--- src/rtl/core/dap_pkg.sv ---
// ----------------------------------------------------------------------------
// dap_pkg
// Shared types and constants of the warping path block: field widths,
// register indexes, parameter defaults and the queued cell beat.
// ----------------------------------------------------------------------------
package dap_pkg;

   // parameter defaults
   localparam int MAX_ROWS_DEF  = 32;
   localparam int MAX_COLS_DEF  = 32;
   localparam int COST_BITS_DEF = 24;

   // fixed field widths
   localparam int COST_IN_W  = 16;
   localparam int IDX_W      = 5;
   localparam int SIZE_W     = 6;
   localparam int CSR_IDX_W  = 2;
   localparam int CSR_DATA_W = 6;
   localparam int RING_SEL_W = 2;

   // register indexes
   localparam logic [CSR_IDX_W-1:0] CSR_STEP_PATTERN = 2'd0;
   localparam logic [CSR_IDX_W-1:0] CSR_ROWS_USED    = 2'd1;
   localparam logic [CSR_IDX_W-1:0] CSR_COLS_USED    = 2'd2;

   // register reset values
   localparam logic              PATTERN_RESET = 1'b1;
   localparam logic [SIZE_W-1:0] ROWS_RESET    = 6'd32;
   localparam logic [SIZE_W-1:0] COLS_RESET    = 6'd32;

   // queue between front and back
   localparam int QUEUE_DEPTH = 4;

   // one classified cost beat
   typedef struct packed {
      logic [COST_IN_W-1:0]  cost;
      logic [IDX_W-1:0]      row;
      logic [IDX_W-1:0]      col;
      logic [RING_SEL_W-1:0] ring;
      logic                  pattern;
      logic                  last;
   } cell_type;

endpackage

--- src/rtl/core/dap_queue.sv ---
// ----------------------------------------------------------------------------
// dap_queue
// Small fifo of classified cost beats between the front and the back.
// ----------------------------------------------------------------------------
module dap_queue (
   input  logic              clock,
   input  logic              reset,
   input  logic              push,
   input  dap_pkg::cell_type push_data,
   output logic              full,
   input  logic              pop,
   output dap_pkg::cell_type head_data,
   output logic              head_valid
);
   import dap_pkg::*;

   localparam int PTR_W = $clog2(QUEUE_DEPTH);
   localparam int CNT_W = $clog2(QUEUE_DEPTH + 1);

   cell_type         slot_ff [QUEUE_DEPTH];
   logic [PTR_W-1:0] wr_ptr_ff, wr_ptr_in;
   logic [PTR_W-1:0] rd_ptr_ff, rd_ptr_in;
   logic [CNT_W-1:0] count_ff, count_in;
   logic             do_push, do_pop;

   assign full       = (count_ff == CNT_W'(QUEUE_DEPTH));
   assign head_valid = (count_ff != '0);
   assign head_data  = slot_ff[rd_ptr_ff];
   assign do_push    = push && !full;
   assign do_pop     = pop && head_valid;

   // pointer and fill count update
   always_comb begin
      wr_ptr_in = wr_ptr_ff;
      rd_ptr_in = rd_ptr_ff;
      count_in  = count_ff;
      if (do_push) begin
         wr_ptr_in = (wr_ptr_ff == PTR_W'(QUEUE_DEPTH - 1)) ? '0 : wr_ptr_ff + PTR_W'(1);
      end
      if (do_pop) begin
         rd_ptr_in = (rd_ptr_ff == PTR_W'(QUEUE_DEPTH - 1)) ? '0 : rd_ptr_ff + PTR_W'(1);
      end
      if (do_push && !do_pop) begin
         count_in = count_ff + CNT_W'(1);
      end else if (do_pop && !do_push) begin
         count_in = count_ff - CNT_W'(1);
      end
   end

   always_ff @(posedge clock) begin
      if (reset) begin
         wr_ptr_ff <= '0;
         rd_ptr_ff <= '0;
         count_ff  <= '0;
      end else begin
         wr_ptr_ff <= wr_ptr_in;
         rd_ptr_ff <= rd_ptr_in;
         count_ff  <= count_in;
      end
   end

   // slot storage
   always_ff @(posedge clock) begin
      if (do_push) begin
         slot_ff[wr_ptr_ff] <= push_data;
      end
   end

endmodule

--- config.mk ---
export PLATFORM = sky130hd
export DESIGN_NAME = dap_queue
export DESIGN_NICKNAME = d
export VERILOG_FILES = /design/src/rtl/core/dap_pkg.sv /design/src/rtl/core/dap_queue.sv
export SDC_FILE = /design/constraint.sdc
export NUM_CORES = 1
export LEC_CHECK = 0
export BUFFER_PORTS_ARGS = -buffer_cell sky130_fd_sc_hd__buf_2
export CAP_MARGIN = 20
export CORE_ASPECT_RATIO = 0.9
export CORE_MARGIN = 5
export CORE_UTILIZATION = 37
export CTS_CLUSTER_SIZE = 14
export DETAILED_ROUTE_END_ITERATION = 16
export GPL_TIMING_DRIVEN = 0
export HOLD_SLACK_MARGIN = 0.1
export SETUP_SLACK_MARGIN = 0.2
export SLEW_MARGIN = 10
export SYNTH_ARGS = -nofsm -noshare
export SYNTH_HDL_FRONTEND = slang
export SYNTH_SLANG_ARGS = --single-unit
--- constraint.sdc ---
create_clock -name clock -period 2.8 [get_ports clock]
set_input_delay 0.14 -clock clock [delete_from_list [all_inputs] [get_ports clock]]
set_output_delay 0.14 -clock clock [all_outputs]
set_load 0.05 [all_outputs]
Word-level counts from Yosys, hierarchy flattened
Memories as Yosys holds them, arrays and structs flattened. A register that Yosys moved wholly into a read port is not among the register bits.
Cells that the tools add are included.
Cells by class
  eq/ne operators: 3
  reductions and logical operators: 9
  add/sub/neg operators: 4
  mux-type cells: 8
Operators by type and width (number)
  2-bit two-way mux: 4
  3-bit two-way mux: 2
  2-bit by 1-bit adder with 2-bit output, second input constant: 2
  2-bit == test, second input constant: 2
  1-bit logical AND: 4
  3-bit by 1-bit adder with 3-bit output, second input constant: 1
  3-bit == test, second input constant: 1
  1-bit zero test: 3
  3-bit nonzero test: 1
  3-bit by 1-bit subtractor with 3-bit output, second input constant: 1
  1-bit two-way mux: 2
  2-bit nonzero test: 1
Word-level totals
  bits of input ports: 34
  memories: 1
  RAM bits: 120
  flip-flop bits (word level): 7
Memory list
  slot_ff: words 4, width 30, rd ports 1, clocked after memory_dff 1, write ports 1, RTL line dap_queue.sv:20  | cell_type slot_ff [QUEUE_DEPTH];

Logic depth before layout (Yosys ltp)
  word-level depth: 7
  mapped depth: 10
  gate-level depth less buffers: 9

Least setup slack after synthesis
OpenSTA, ideal clock, no wires.
  path kind: flip-flop to flip-flop
  from: register count_ff[0]
  to: register count_ff[2]
  path buffers: 1
  required time: 2.730 ns
  setup time: 0.070 ns
  data arrival time: 2.094 ns
  cell stages (with the launch flop): 11
  clock period less this slack: 2.164 ns
  slack: 0.636 ns
  path through: dfxtp_1 > or3b_1 > buf_6 > clkinv_4 > nor2_2 > ha_1 > inv_1 > fa_1 > xor2_1 > or3_1 > a21oi_1
On the way
  longest elaborated chain between the ends: 6
  elaborated cells on any way between the ends: 14
  those cells by class: add/sub: 2; eq/ne: 1; mux: 2; reduce/logical: 9
Ends and longest elaborated chain
  from (decl): RTL line dap_queue.sv:23  | logic [CNT_W-1:0] count_ff, count_in;
  from (signal assigned): RTL line dap_queue.sv:58  | count_ff <= count_in;
  3-bit == test (*): RTL line dap_queue.sv:26  | assign full = (count_ff == CNT_W'(QUEUE_DEPTH));
  named net full: RTL line dap_queue.sv:10  | output logic full,
  1-bit zero test (*): RTL line dap_queue.sv:29  | assign do_push = push && !full;
  1-bit logical AND (*): RTL line dap_queue.sv:29
  named net do_push: RTL line dap_queue.sv:24  | logic do_push, do_pop;
  1-bit zero test: RTL line dap_queue.sv:45  | end else if (do_pop && !do_push) begin
  1-bit logical AND: RTL line dap_queue.sv:45
  2-bit nonzero test (no line)
Mark *: on every way through the listed nets, which the timed path passes. The rest lies on a longest branch. The select of a mux whose other input is x is not followed.
A chain may end at the register's enable or synchronous reset.

Worst setup path in the final report
  from: register count_ff[0]
  to: register count_ff[2]
On the way
  longest elaborated chain between the ends: 6
  elaborated cells on any way between the ends: 14
  those cells by class: add/sub: 2; eq/ne: 1; mux: 2; reduce/logical: 9
Ends and longest elaborated chain (RTL line)
  3-bit == test (*): dap_queue.sv:26
  1-bit zero test (*): dap_queue.sv:29
  1-bit logical AND (*): dap_queue.sv:29
  named net do_push: dap_queue.sv:24
  1-bit zero test: dap_queue.sv:45
  1-bit logical AND: dap_queue.sv:45
  2-bit nonzero test (no line)
Marked as above.

==> results.ini <==
[timing]
relSlewSlack=0.5371
hold_violations=0
fin_worst_skew_ns=0.01160
setup_violations=0
layout_min_cycle_time_ns=2.210
finalSetupTns_ns=0
max_freq_mhz=452.6
setup_ws_ns=0.5905
finalMaxSlewViolations=0
rsz0062_at_grt=false
worst_slew_pin_slew_ns=0.6943
final.period_utilization=0.7891

[yosys]
ys.warnings.count=0
synthCells=206
synth_fp_nets=247
synth_area_mm2=0.004810
syn_avg_cell_area_um2=23.35
netlist-cell-type-count=25
synth-seq-cells=129
ys_seq_area_frac=0.7867

[clock_network]
ctsHoldBuffers=32
postCtsSetupBuffers=0
cts_buffers=17
ctsResizeCount=0
cts_max_path_buffers=2
cts_root_buffer=clkbuf_16
clock-sinks=129
cts_max_level=4
cts_tree=yes
clk_latency_ns=0.41
cts.clk_slew.worst_paths_ns=0.06

[grt]
grt_pass1_wl_um=13940
grt_pass1_vias=2594
grtUsageTotal=0.1241
overflow=0
grt_max_degree=20
antenna_found_initial=0

[critical_path]
critPathCaptureType=flop
crit_required_ns=3.14
critPathMaxFanout=7
rr_worst_depth=10
rr_startpoint=count_ff[0]$_SDFFE_PP0P_
r2r_end=count_ff[2]$_SDFFE_PP0P_
rrSetupSlack_ns=0.59
crit_type=reg -> reg
critPathLaunchType=flop
worst_ep_arrival_time_ns=2.55

[power]
p_leak_nw=2.231
power_density_mw_per_mm2=996.6
ir_drop_mv=0.5014

[route]
drt_drc_violations_left=0
drt_iter0_markers=100
drt_wl_total_um=8739
ant_nets=0
post_drt_wl_per_cell_um=17.41
vias_per_cell=4.751
detail_route.first_pass.iterations=4
vias=2385

[placed_design]
dp_hpwl_um=5476
globalplace.congestion=0.6691
dp_slack_ns=0.5738
port-buffer-count=64
place_area_mm2=0.005450

[die]
start_util=0.3776
pin_count=66
core_area_mm2=0.01274
die_y_um=118.2
rows=39
die-area_mm2=0.01538
die_w_um=130.2

[layout]
layout_commonest_cell=edfxtp_1
fill_cells=1019
nNetsFinal=366
synthToLayoutAreaGrowth_pct=32.31
diodes=0
final_area_mm2=0.006364
post-route-util=0.4997
final_cell_mix=edfxtp_1, buf_2, dlygate4sd3_1
drive_above_1_share=0.4142

[run]
cap_violations=0

[worst_hold_path]
whs_endpoint=rd_ptr_ff[0]$_SDFFE_PP0P_
holdCritStartpoint=pop
min_path_type=in -> reg
hold_depth=4

[status]
outcome=finished clean

==> area by class of cell <==
class                   instances  area, um^2  area share
well taps                     164       205.2     0.03225
clock inverters                14       163.9     0.02576
inverters                       5       37.54    0.005899
repair buffers                100       750.7      0.1180
multi-input cells              64       952.2      0.1496
flip-flops and latches        129        3784      0.5946
plain buffers                   8       41.29    0.006488
clock buffers                  18       429.2     0.06744
==> logic make-up after synthesis <==
group,count (synthesis),share of synthesized area
buffers and inverters,13,0.01639
flip-flops,129,0.7867
adder cells (fa/ha/maj),7,0.01977
multiplexers,32,0.1446
AND/OR/NAND/NOR,16,0.01847
AO/OA/AOI/OAI,7,0.01040
XOR/XNOR,2,0.003643
==> sequential cells by signal, summed over array words and instances, names as in the netlist, named ones only <==
| register | count |
|---|---|
| slot_ff | 120 |
| wr_ptr_ff | 2 |
| rd_ptr_ff | 2 |
| count_ff | 3 |
==> worst max path at each step <==
| stage | from | to | slack [ns] | cells after the start |
|---|---|---|---|---|
| after detailed placement | count_ff[0]$_SDFFE_PP0P_ | count_ff[2]$_SDFFE_PP0P_ | 0.57 | 10 |
| after floorplan | count_ff[0]$_SDFFE_PP0P_ | count_ff[2]$_SDFFE_PP0P_ | 0.64 | 10 |
| after global routing | count_ff[0]$_SDFFE_PP0P_ | count_ff[2]$_SDFFE_PP0P_ | 0.46 | 10 |
| after global placement | count_ff[0]$_SDFFE_PP0P_ | slot_ff[3][28]$_DFFE_PP_ | 0.30 | 3 |
| final | count_ff[0]$_SDFFE_PP0P_ | count_ff[2]$_SDFFE_PP0P_ | 0.59 | 10 |
| after CTS | count_ff[0]$_SDFFE_PP0P_ | count_ff[2]$_SDFFE_PP0P_ | 0.57 | 10 |
==> metrics by stage <==
stage	hold slack [ns]	power [mW]	cells
5_1_grt	0.1463	6.632	502
4_1_cts	0.1105	6.442	502
3_3_place_gp	0.3539	4.133	434
6_report	0.1235	6.342	502
2_1_floorplan	0.2389	3.755	206
3_5_place_dp	0.3604	4.203	438
==> synth_stat cells <==
master	number	share of area
dfxtp_1	9	0.037
or3_1	3	0.0039
buf_6	1	0.0023
o31ai_2	2	0.0052
o21ai_0	1	0.0010
o21ai_1	1	0.0010
and3_1	4	0.0052
buf_2	3	0.0031
ha_1	6	0.016
nor2_2	1	0.0013
nand2_1	1	0.00078
nor2_1	3	0.0023
fa_1	1	0.0042
mux4_2	30	0.14
or3b_1	1	0.0018
clkinv_4	1	0.0018
clkbuf_1	4	0.0031
mux2i_1	2	0.0042
bufinv_8	1	0.0036
nand3_1	2	0.0021
nor3_1	1	0.0010
a21oi_1	3	0.0031
edfxtp_1	120	0.75
xor2_1	2	0.0036
inv_1	3	0.0023
==> where the power goes <==
part           leakage [nW]  switching (mW)  internal (mW)
logic                 0.779            1.17          0.582
registers              1.17          0.0681           2.33
clock network         0.278           0.790           1.39
==> worst max-delay path, stage by stage, from the launching register on <==
cell      delay (ns)
dfxtp_1         0.44
or3b_1          0.16
buf_6           0.13
clkinv_4        0.05
nor2_2          0.11
ha_1            0.19
inv_1           0.06
fa_1            0.37
xor2_1          0.18
or3_1           0.31
a21oi_1         0.13
==> layer usage <==
metal / part of all wire / global-route usage
met1: 0.45 / 0.1556
met2: 0.48 / 0.1920
met3: 0.057 / 0.04556
met4: 0.015 / 0.05649
met5: 0 / 0
Power figures use the tool's default switching activity.
