[config.mk]
export PLATFORM = sky130hd
export DESIGN_NAME = dap_front_flat
export DESIGN_NICKNAME = d
export VERILOG_FILES = /design/src/rtl/core/dap_pkg.sv /design/src/rtl/core/dap_req_if.sv /design/src/rtl/core/dap_csr_if.sv /design/src/rtl/core/dap_front.sv /design/src/flat_wrapper.sv
export SDC_FILE = /design/constraint.sdc
export NUM_CORES = 1
export LEC_CHECK = 0
export ABC_AREA = 0
export BUFFER_PORTS_ARGS = -buffer_cell sky130_fd_sc_hd__buf_4
export CAP_MARGIN = 20
export CORE_AREA = 2 2 82 84
export DETAILED_ROUTE_END_ITERATION = 7
export DIE_AREA = 0 0 84 86
export MAX_ROUTING_LAYER = met4
export SLEW_MARGIN = 15
export SYNTH_ARGS = -nofsm -noshare
export SYNTH_HDL_FRONTEND = slang
export SYNTH_SLANG_ARGS = --single-unit
[constraint.sdc]
create_clock -name clock -period 4.84 [get_ports clock]
set_input_delay 0.242 -clock clock [delete_from_list [all_inputs] [get_ports clock]]
set_output_delay 0.242 -clock clock [all_outputs]
set_load 0.1 [all_outputs]
[src/rtl/core/dap_pkg.sv]
// ----------------------------------------------------------------------------
// dap_pkg
// Shared types and constants of the warping path block: field widths,
// register indexes, parameter defaults and the queued cell beat.
// ----------------------------------------------------------------------------
package dap_pkg;

   // parameter defaults
   localparam int MAX_ROWS_DEF  = 32;
   localparam int MAX_COLS_DEF  = 32;
   localparam int COST_BITS_DEF = 24;

   // fixed field widths
   localparam int COST_IN_W  = 16;
   localparam int IDX_W      = 5;
   localparam int SIZE_W     = 6;
   localparam int CSR_IDX_W  = 2;
   localparam int CSR_DATA_W = 6;
   localparam int RING_SEL_W = 2;

   // register indexes
   localparam logic [CSR_IDX_W-1:0] CSR_STEP_PATTERN = 2'd0;
   localparam logic [CSR_IDX_W-1:0] CSR_ROWS_USED    = 2'd1;
   localparam logic [CSR_IDX_W-1:0] CSR_COLS_USED    = 2'd2;

   // register reset values
   localparam logic              PATTERN_RESET = 1'b1;
   localparam logic [SIZE_W-1:0] ROWS_RESET    = 6'd32;
   localparam logic [SIZE_W-1:0] COLS_RESET    = 6'd32;

   // queue between front and back
   localparam int QUEUE_DEPTH = 4;

   // one classified cost beat
   typedef struct packed {
      logic [COST_IN_W-1:0]  cost;
      logic [IDX_W-1:0]      row;
      logic [IDX_W-1:0]      col;
      logic [RING_SEL_W-1:0] ring;
      logic                  pattern;
      logic                  last;
   } cell_type;

endpackage

[src/rtl/core/dap_req_if.sv]
// ----------------------------------------------------------------------------
// dap_req_if
// Cost input channel: one local cost per beat.
// ----------------------------------------------------------------------------
interface dap_req_if;
   logic        valid;
   logic        ready;
   logic [15:0] local_cost;

   modport source (output valid, output local_cost, input ready);
   modport sink   (input valid, input local_cost, output ready);
endinterface

[src/rtl/core/dap_csr_if.sv]
// ----------------------------------------------------------------------------
// dap_csr_if
// Configuration write channel: register index and write data.
// ----------------------------------------------------------------------------
interface dap_csr_if;
   logic       valid;
   logic       ready;
   logic [1:0] index;
   logic [5:0] data;

   modport source (output valid, output index, output data, input ready);
   modport sink   (input valid, input index, input data, output ready);
endinterface

[src/rtl/core/dap_front.sv]
// ----------------------------------------------------------------------------
// dap_front
// Holds the configuration registers, tracks the load position and tags
// each accepted cost beat with its cell, ring row and last-cell flag.
// ----------------------------------------------------------------------------
module dap_front #(
   parameter int MAX_ROWS = dap_pkg::MAX_ROWS_DEF,
   parameter int MAX_COLS = dap_pkg::MAX_COLS_DEF
) (
   input  logic              clock,
   input  logic              reset,
   dap_req_if.sink           req_chan,
   dap_csr_if.sink           csr_chan,
   input  logic              queue_full,
   output logic              push,
   output dap_pkg::cell_type push_data
);
   import dap_pkg::*;

   logic              pattern_ff, pattern_in;
   logic [SIZE_W-1:0] rows_ff, rows_in;
   logic [SIZE_W-1:0] cols_ff, cols_in;
   logic [IDX_W-1:0]  load_row_ff, load_row_in;
   logic [IDX_W-1:0]  load_col_ff, load_col_in;
   logic [1:0]        ring_ff, ring_in;
   logic [SIZE_W-1:0] rows_eff, cols_eff;
   logic [IDX_W-1:0]  last_row, last_col, cur_row, cur_col;
   logic [1:0]        cur_ring;
   logic              csr_beat, restart, out_of_range;

   assign csr_chan.ready = 1'b1;
   assign req_chan.ready = !queue_full;
   assign csr_beat       = csr_chan.valid;
   assign push           = req_chan.valid && !queue_full;

   // clamp the matrix size into 1..max
   always_comb begin
      rows_eff = rows_ff;
      cols_eff = cols_ff;
      if (rows_ff == '0) begin
         rows_eff = SIZE_W'(1);
      end else if (rows_ff > SIZE_W'(MAX_ROWS)) begin
         rows_eff = SIZE_W'(MAX_ROWS);
      end
      if (cols_ff == '0) begin
         cols_eff = SIZE_W'(1);
      end else if (cols_ff > SIZE_W'(MAX_COLS)) begin
         cols_eff = SIZE_W'(MAX_COLS);
      end
   end

   assign last_row     = IDX_W'(rows_eff - SIZE_W'(1));
   assign last_col     = IDX_W'(cols_eff - SIZE_W'(1));
   assign out_of_range = (load_row_ff > last_row) || (load_col_ff > last_col);
   assign cur_row      = out_of_range ? '0 : load_row_ff;
   assign cur_col      = out_of_range ? '0 : load_col_ff;
   assign cur_ring     = out_of_range ? 2'd1 : ring_ff;

   // classified beat
   always_comb begin
      push_data.cost    = req_chan.local_cost;
      push_data.row     = cur_row;
      push_data.col     = cur_col;
      push_data.ring    = cur_ring;
      push_data.pattern = pattern_ff;
      push_data.last    = (cur_row == last_row) && (cur_col == last_col);
   end

   // register writes and load position
   always_comb begin
      pattern_in  = pattern_ff;
      rows_in     = rows_ff;
      cols_in     = cols_ff;
      load_row_in = load_row_ff;
      load_col_in = load_col_ff;
      ring_in     = ring_ff;
      restart     = 1'b0;
      if (csr_beat) begin
         unique case (csr_chan.index)
            CSR_STEP_PATTERN: begin
               pattern_in = csr_chan.data[0];
               restart    = 1'b1;
            end
            CSR_ROWS_USED: begin
               rows_in = csr_chan.data;
               restart = 1'b1;
            end
            CSR_COLS_USED: begin
               cols_in = csr_chan.data;
               restart = 1'b1;
            end
            default: begin
               restart = 1'b0;
            end
         endcase
      end
      if (restart) begin
         load_row_in = '0;
         load_col_in = '0;
         ring_in     = 2'd1;
      end else if (push) begin
         if (cur_col != last_col) begin
            load_row_in = cur_row;
            load_col_in = cur_col + IDX_W'(1);
            ring_in     = cur_ring;
         end else if (cur_row != last_row) begin
            load_row_in = cur_row + IDX_W'(1);
            load_col_in = '0;
            ring_in     = (cur_ring == 2'd2) ? 2'd0 : cur_ring + 2'd1;
         end else begin
            load_row_in = '0;
            load_col_in = '0;
            ring_in     = 2'd1;
         end
      end
   end

   always_ff @(posedge clock) begin
      if (reset) begin
         pattern_ff  <= PATTERN_RESET;
         rows_ff     <= ROWS_RESET;
         cols_ff     <= COLS_RESET;
         load_row_ff <= '0;
         load_col_ff <= '0;
         ring_ff     <= 2'd1;
      end else begin
         pattern_ff  <= pattern_in;
         rows_ff     <= rows_in;
         cols_ff     <= cols_in;
         load_row_ff <= load_row_in;
         load_col_ff <= load_col_in;
         ring_ff     <= ring_in;
      end
   end

endmodule

[src/flat_wrapper.sv]
// flat-port wrapper written by rule: the top's interface ports become plain ports
module dap_front_flat import dap_pkg::*;
#(
   parameter int MAX_ROWS = dap_pkg::MAX_ROWS_DEF,
   parameter int MAX_COLS = dap_pkg::MAX_COLS_DEF
)
  (clock, reset, queue_full, push, push_data, req_chan_valid, req_chan_local_cost, req_chan_ready, csr_chan_valid, csr_chan_index, csr_chan_data, csr_chan_ready);
  dap_req_if req_chan_i ();
  dap_csr_if csr_chan_i ();
  input  logic clock;
  input  logic reset;
  input  logic queue_full;
  output logic push;
  output dap_pkg::cell_type push_data;
  input wire logic [$bits(req_chan_i.valid)-1:0] req_chan_valid;
  input wire logic [$bits(req_chan_i.local_cost)-1:0] req_chan_local_cost;
  output wire logic [$bits(req_chan_i.ready)-1:0] req_chan_ready;
  input wire logic [$bits(csr_chan_i.valid)-1:0] csr_chan_valid;
  input wire logic [$bits(csr_chan_i.index)-1:0] csr_chan_index;
  input wire logic [$bits(csr_chan_i.data)-1:0] csr_chan_data;
  output wire logic [$bits(csr_chan_i.ready)-1:0] csr_chan_ready;
  assign req_chan_i.valid = req_chan_valid;
  assign req_chan_i.local_cost = req_chan_local_cost;
  assign req_chan_ready = req_chan_i.ready;
  assign csr_chan_i.valid = csr_chan_valid;
  assign csr_chan_i.index = csr_chan_index;
  assign csr_chan_i.data = csr_chan_data;
  assign csr_chan_ready = csr_chan_i.ready;
  dap_front #(.MAX_ROWS(MAX_ROWS), .MAX_COLS(MAX_COLS)) u_core (.clock(clock), .reset(reset), .req_chan(req_chan_i), .csr_chan(csr_chan_i), .queue_full(queue_full), .push(push), .push_data(push_data));
endmodule
# Word-level counts from Yosys, hierarchy flattened
# Cells that the tools add are included.
dict set report totals {
  out_inout_bits 33
  inputBits 29
  ff_bits 25
}
dict set report classes {
  n_addsub 5
  n_mux 15
  n_reduce_logical 12
  eq_ne 7
  magnitude_cmp 4
}
# op count
set ops {}
lappend ops {{$mux 5} 9}
lappend ops {{$gt 6x6->1 const B} 2}
lappend ops {{$logic_not 6->1} 2}
lappend ops {{$add 5x1->5 const B} 2}
lappend ops {{$eq 5x5->1} 2}
lappend ops {{$gt 5x5->1} 2}
lappend ops {{$ne 5x5->1} 2}
lappend ops {{$sub 5x1->5 const B} 2}
lappend ops {{$mux 2} 4}
lappend ops {{$reduce_and 2->1} 3}
lappend ops {{$eq 2x2->1 const B} 2}
lappend ops {{$reduce_or 3->1} 1}
lappend ops {{$add 2x1->2 const B} 1}
lappend ops {{$eq 2x1->1 const B} 1}
lappend ops {{$logic_and 1x1->1} 2}
lappend ops {{$logic_not 2->1} 1}
lappend ops {{$mux 1} 2}
lappend ops {{$reduce_or 2->1} 1}
lappend ops {{$logic_not 1->1} 1}
lappend ops {{$logic_or 1x1->1} 1}

# Logic depth before layout (Yosys ltp)
dict set report logic_depth {
  depth_word 11
  depth_mapped 21
  ltp_nobuf 19
}

# Worst setup path before layout
# Ideal clock, no wire load.
dict set report synth_path {
  path_kind {reg2reg}
  startpoint {register u_core.cols_ff[2]}
  endpoint {register u_core.load_row_ff[2]}
  required_time_ns 4.771
  period_less_slack_ns 5.057
  slack_ns -0.217
  path_buffers 1
  t_arrival_ns 4.988
  path_stages_with_launch 21
  cell_sequence {dfxtp_1 nor4_1 o21bai_1 ha_1 or4b_1 o311ai_2 inv_2 ha_1 nor2_1 a21oi_1 o31a_1 or2_1 buf_2 nor2_1 ha_1 inv_1 nor4_1 nand3_1 a31oi_1 a41oi_1 o21ai_1}
}
# item line
set synth_rtl {}
lappend synth_rtl {{start: declaration} dap_front.sv:22} ;# logic [SIZE_W-1:0] cols_ff, cols_in;
lappend synth_rtl {{start signal: assignment} dap_front.sv:129} ;# cols_ff <= cols_in;
lappend synth_rtl {{end signal: assignment} dap_front.sv:130} ;# load_row_ff <= load_row_in;
lappend synth_rtl {{end: declaration} dap_front.sv:23} ;# logic [IDX_W-1:0] load_row_ff, load_row_in;

==> flow_metrics.py <==
metrics = {
    "status": {
        "status": "finished, final reports clean",
    },
    "layout": {
        "num_antenna_cells": 0,
        "syn2layout_area_growth_pct": 8.955,
        "final_cell_mix": "buf_4, nor2_1, dfxtp_1",
        "final_cell_area_sq_um": 2375,
        "final_util_pct": 37.83,
        "drive_above_1_share_pct": 19.48,
        "instances_no_fill": 344,
        "layout_commonest_cell": "buf_4",
        "final_nets": 311,
    },
    "sta": {
        "totalNegativeSetupSlack_ns": 0,
        "max_freq_mhz": 224.2,
        "worst_pin_slew_ns": 0.5758,
        "min_period_over_period_pct": 92.17,
        "post-route-min-period_ns": 4.461,
        "finalSetupViolations": 0,
        "worst_slack_ns": 0.3789,
        "whs_ns": 0.1937,
        "slew_headroom_pct": 61.61,
        "final_max_slew_viol_count": 0,
        "clock_skew_ns": 0.001222,
        "rsz0062_at_grt": "no",
        "final_hold_viol_count": 0,
    },
    "detailed_routing": {
        "vias": 1885,
        "post-route-drc-count": 0,
        "route.met3.wl_microns": 186,
        "wl_per_cell_microns": 14.62,
        "ant_nets": 0,
        "top_layer": "met4",
        "routed_wl_microns": 5030,
        "drt-initial-drc-count": 56,
        "wl_met2_microns": 2426,
        "via_per_inst": 5.480,
        "dr.pass1.iters": 4,
        "wl_met1_microns": 2328,
    },
    "global_route": {
        "grt_use_total_pct": 14.74,
        "grt_pass1_wl_microns": 8618,
        "grt_max_degree": 20,
        "gr-total-overflow": 0,
        "antenna_found_initial": 0,
        "grt_pass1_vias": 1793,
    },
    "synthesis": {
        "synth_seq_cells": 25,
        "syn-num-nets": 302,
        "synth.distinct_cells": 67,
        "synth.area.top_cells": "dfxtp_1, ha_1, buf_4, mux2i_1, nor2_1",
        "synth_warnings": 0,
        "synth.top_cell.area_share_pct": 22.96,
        "synth-main-ff-cell": "dfxtp_1",
        "ys_seq_area_share_pct": 22.96,
        "synth-edff-count": 0,
        "synthCells": 259,
        "syn_avg_cell_area_sq_um": 8.415,
        "syn-cell-area_sq_um": 2180,
        "async_reset_ff_share_pct": 0,
        "synth_top_cell_by_area": "dfxtp_1",
    },
    "setup_path": {
        "timing.critical_path.buf_inv": 2,
        "rr_worst_depth": 19,
        "cp.arrival_ns": 4.22,
        "r2r_setup_slack_ns": 0.53,
        "critical_path_required_ns": 4.60,
        "slowest_stage": "or4b_1",
        "r2r-start": "u_core.cols_ff[2]$_SDFFE_PP0P_",
        "cp_top_family": "compound AO/OA/AOI/OAI gates",
        "critPathMaxStageDelay_ns": 0.47,
        "critPathCaptureType": "output port",
        "crit_type": "reg2out",
        "crit_path_max_fanout": 8,
        "reg2reg_to": "u_core.load_row_ff[2]$_SDFFE_PP0P_",
        "path_cells": "nor4_1 > o21bai_1 > ha_1 > or4b_1 > o311ai_2 > inv_2 > ha_1 > nor2_1 > a21oi_1 > o31a_1 > or2_1 > o2111ai_1 > a32o_1 > nor2_1 > buf_4",
        "start_kind": "register",
    },
    "power": {
        "ir_drop_mv": 0.1010,
        "p_leak_nw": 0.9532,
        "p_total_mw": 0.4361,
        "powerDensity_nw_per_um2": 183.6,
    },
    "clock_network": {
        "numCtsBuffers": 3,
        "path_clk_slew_ns": 0.09,
        "cts_tree": "built",
        "htree_levels": 1,
        "root_buffer": "clkbuf_8",
        "cts_resized": 0,
        "clk_latency_ns": 0.27,
        "post_cts_buffers": 0,
        "clock_path_buffers": 2,
        "hold_buffers": 0,
        "clock-sinks": 25,
    },
    "floorplan": {
        "rows": 29,
        "start_util_pct": 34.72,
        "die_w_microns": 84,
        "die_area_sq_um": 7224,
        "ios": 62,
        "core_sq_um": 6277,
        "die_h_microns": 86,
    },
    "hold_path": {
        "holdPathStages": 2,
        "min_to": "u_core.pattern_ff$_SDFFE_PP1P_",
        "hold_class": "in2reg",
        "hp-start": "csr_chan_data[0]",
    },
    "placed_design": {
        "port_buffers": 28,
        "place.detailed.hpwl_microns": 3866,
        "place_ws_ns": 0.5980,
        "placed_cells_incl_taps": 340,
        "place.gp.congestion": 0.8139,
        "dpl-instance-area_sq_um": 2328,
    },
    "flow_run": {
        "drv_cap": 0,
    },
}
[power breakdown]
group / leakage [nW] / total (mW) / switching [mW] / internal (mW)
registers: 0.203 / 0.218 / 0.00709 / 0.211
clock network: 0.0255 / 0.126 / 0.0679 / 0.0577
logic: 0.725 / 0.0926 / 0.0595 / 0.0331
total: 0.953 / 0.436 / 0.134 / 0.302
[per-layer routing]
| metal | GRT usage, % | vias to the layer above |
|---|---|---|
| met1 | 17.78 | 896 |
| met3 | 1.925 | 8 |
| met2 | 24.80 | 39 |
| li1 | - | 942 |
| met4 | 6.305 | 0 |
| met5 | - | - |
[worst max path at each step]
| stage | from | to | slack (ns) | cells after the start |
|---|---|---|---|---|
| after floorplan | u_core.cols_ff[2]$_SDFFE_PP0P_ | u_core.load_col_ff[4]$_SDFFE_PP0P_ | 0.04 | 18 |
| after global routing | u_core.cols_ff[2]$_SDFFE_PP0P_ | push_data[0] | 0.03 | 15 |
| after CTS | u_core.cols_ff[2]$_SDFFE_PP0P_ | push_data[0] | 0.38 | 15 |
| after detailed placement | u_core.cols_ff[2]$_SDFFE_PP0P_ | u_core.load_row_ff[2]$_SDFFE_PP0P_ | 0.60 | 19 |
| after global placement | u_core.cols_ff[2]$_SDFFE_PP0P_ | push_data[0] | 0.74 | 15 |
| final | u_core.cols_ff[2]$_SDFFE_PP0P_ | push_data[0] | 0.38 | 15 |
[registers in the layout (all words and copies together), names as in the netlist]
name / cells
u_core.load_row_ff: 5
u_core.ring_ff: 2
u_core.rows_ff: 6
u_core.cols_ff: 6
u_core.load_col_ff: 5
u_core.pattern_ff: 1
[cell families after synthesis]
logic type / synth area share, %
AND/OR/NAND/NOR: 26.18
buffers and inverters: 9.586
AO/OA/AOI/OAI: 22.04
multiplexers: 6.257
flip-flops: 22.96
adder cells (fa/ha/maj): 8.037
XOR/XNOR: 4.765
other: 0.1721
[layout make-up]
cell class | count | area (sq um)
Fill cell | 662 | 3902
Multi-Input combinational cell | 199 | 1473
Sequential cell | 25 | 500.5
Timing Repair Buffer | 30 | 225.2
Tap cell | 77 | 96.34
Clock buffer | 3 | 41.29
Inverter | 9 | 33.78
Clock inverter | 1 | 5.005
[worst register-to-register path: stages (launching register included)]
cell and delay [ns]:
dfxtp_1 0.45, nor4_1 0.09, o21bai_1 0.33, ha_1 0.32, or4b_1 0.47, o311ai_2 0.12, inv_2 0.06, ha_1 0.29
nor2_1 0.11, a21oi_1 0.06, o31a_1 0.17, nor2_1 0.47, and2_1 0.25, ha_1 0.21, inv_1 0.07, nor4_1 0.25
nand3_1 0.11, a31oi_1 0.23, a41oi_1 0.07, o21ai_1 0.13
[Yosys cell counts (2+ instances only)]
cell / number
nand2b_1: 6
a211o_1: 3
dfxtp_1: 25
nor3_1: 6
inv_1: 8
o21ai_0: 5
nand3_1: 9
a22oi_1: 2
xor2_1: 2
clkbuf_1: 4
mux2i_1: 11
o2111ai_1: 2
and2_1: 10
ha_1: 14
nor4_1: 4
nor3b_1: 2
and4_1: 2
nand3b_1: 2
a31oi_1: 2
xnor2_1: 8
a32o_1: 2
o31ai_1: 2
o31ai_4: 2
o211ai_1: 2
nor2_1: 29
nand2_1: 11
o21ai_1: 3
o21bai_1: 2
buf_2: 2
o31a_1: 4
o32ai_1: 2
buf_4: 18
nand4_1: 4
nor2b_1: 7
a21oi_1: 10
(Power assumes the default switching activity.)
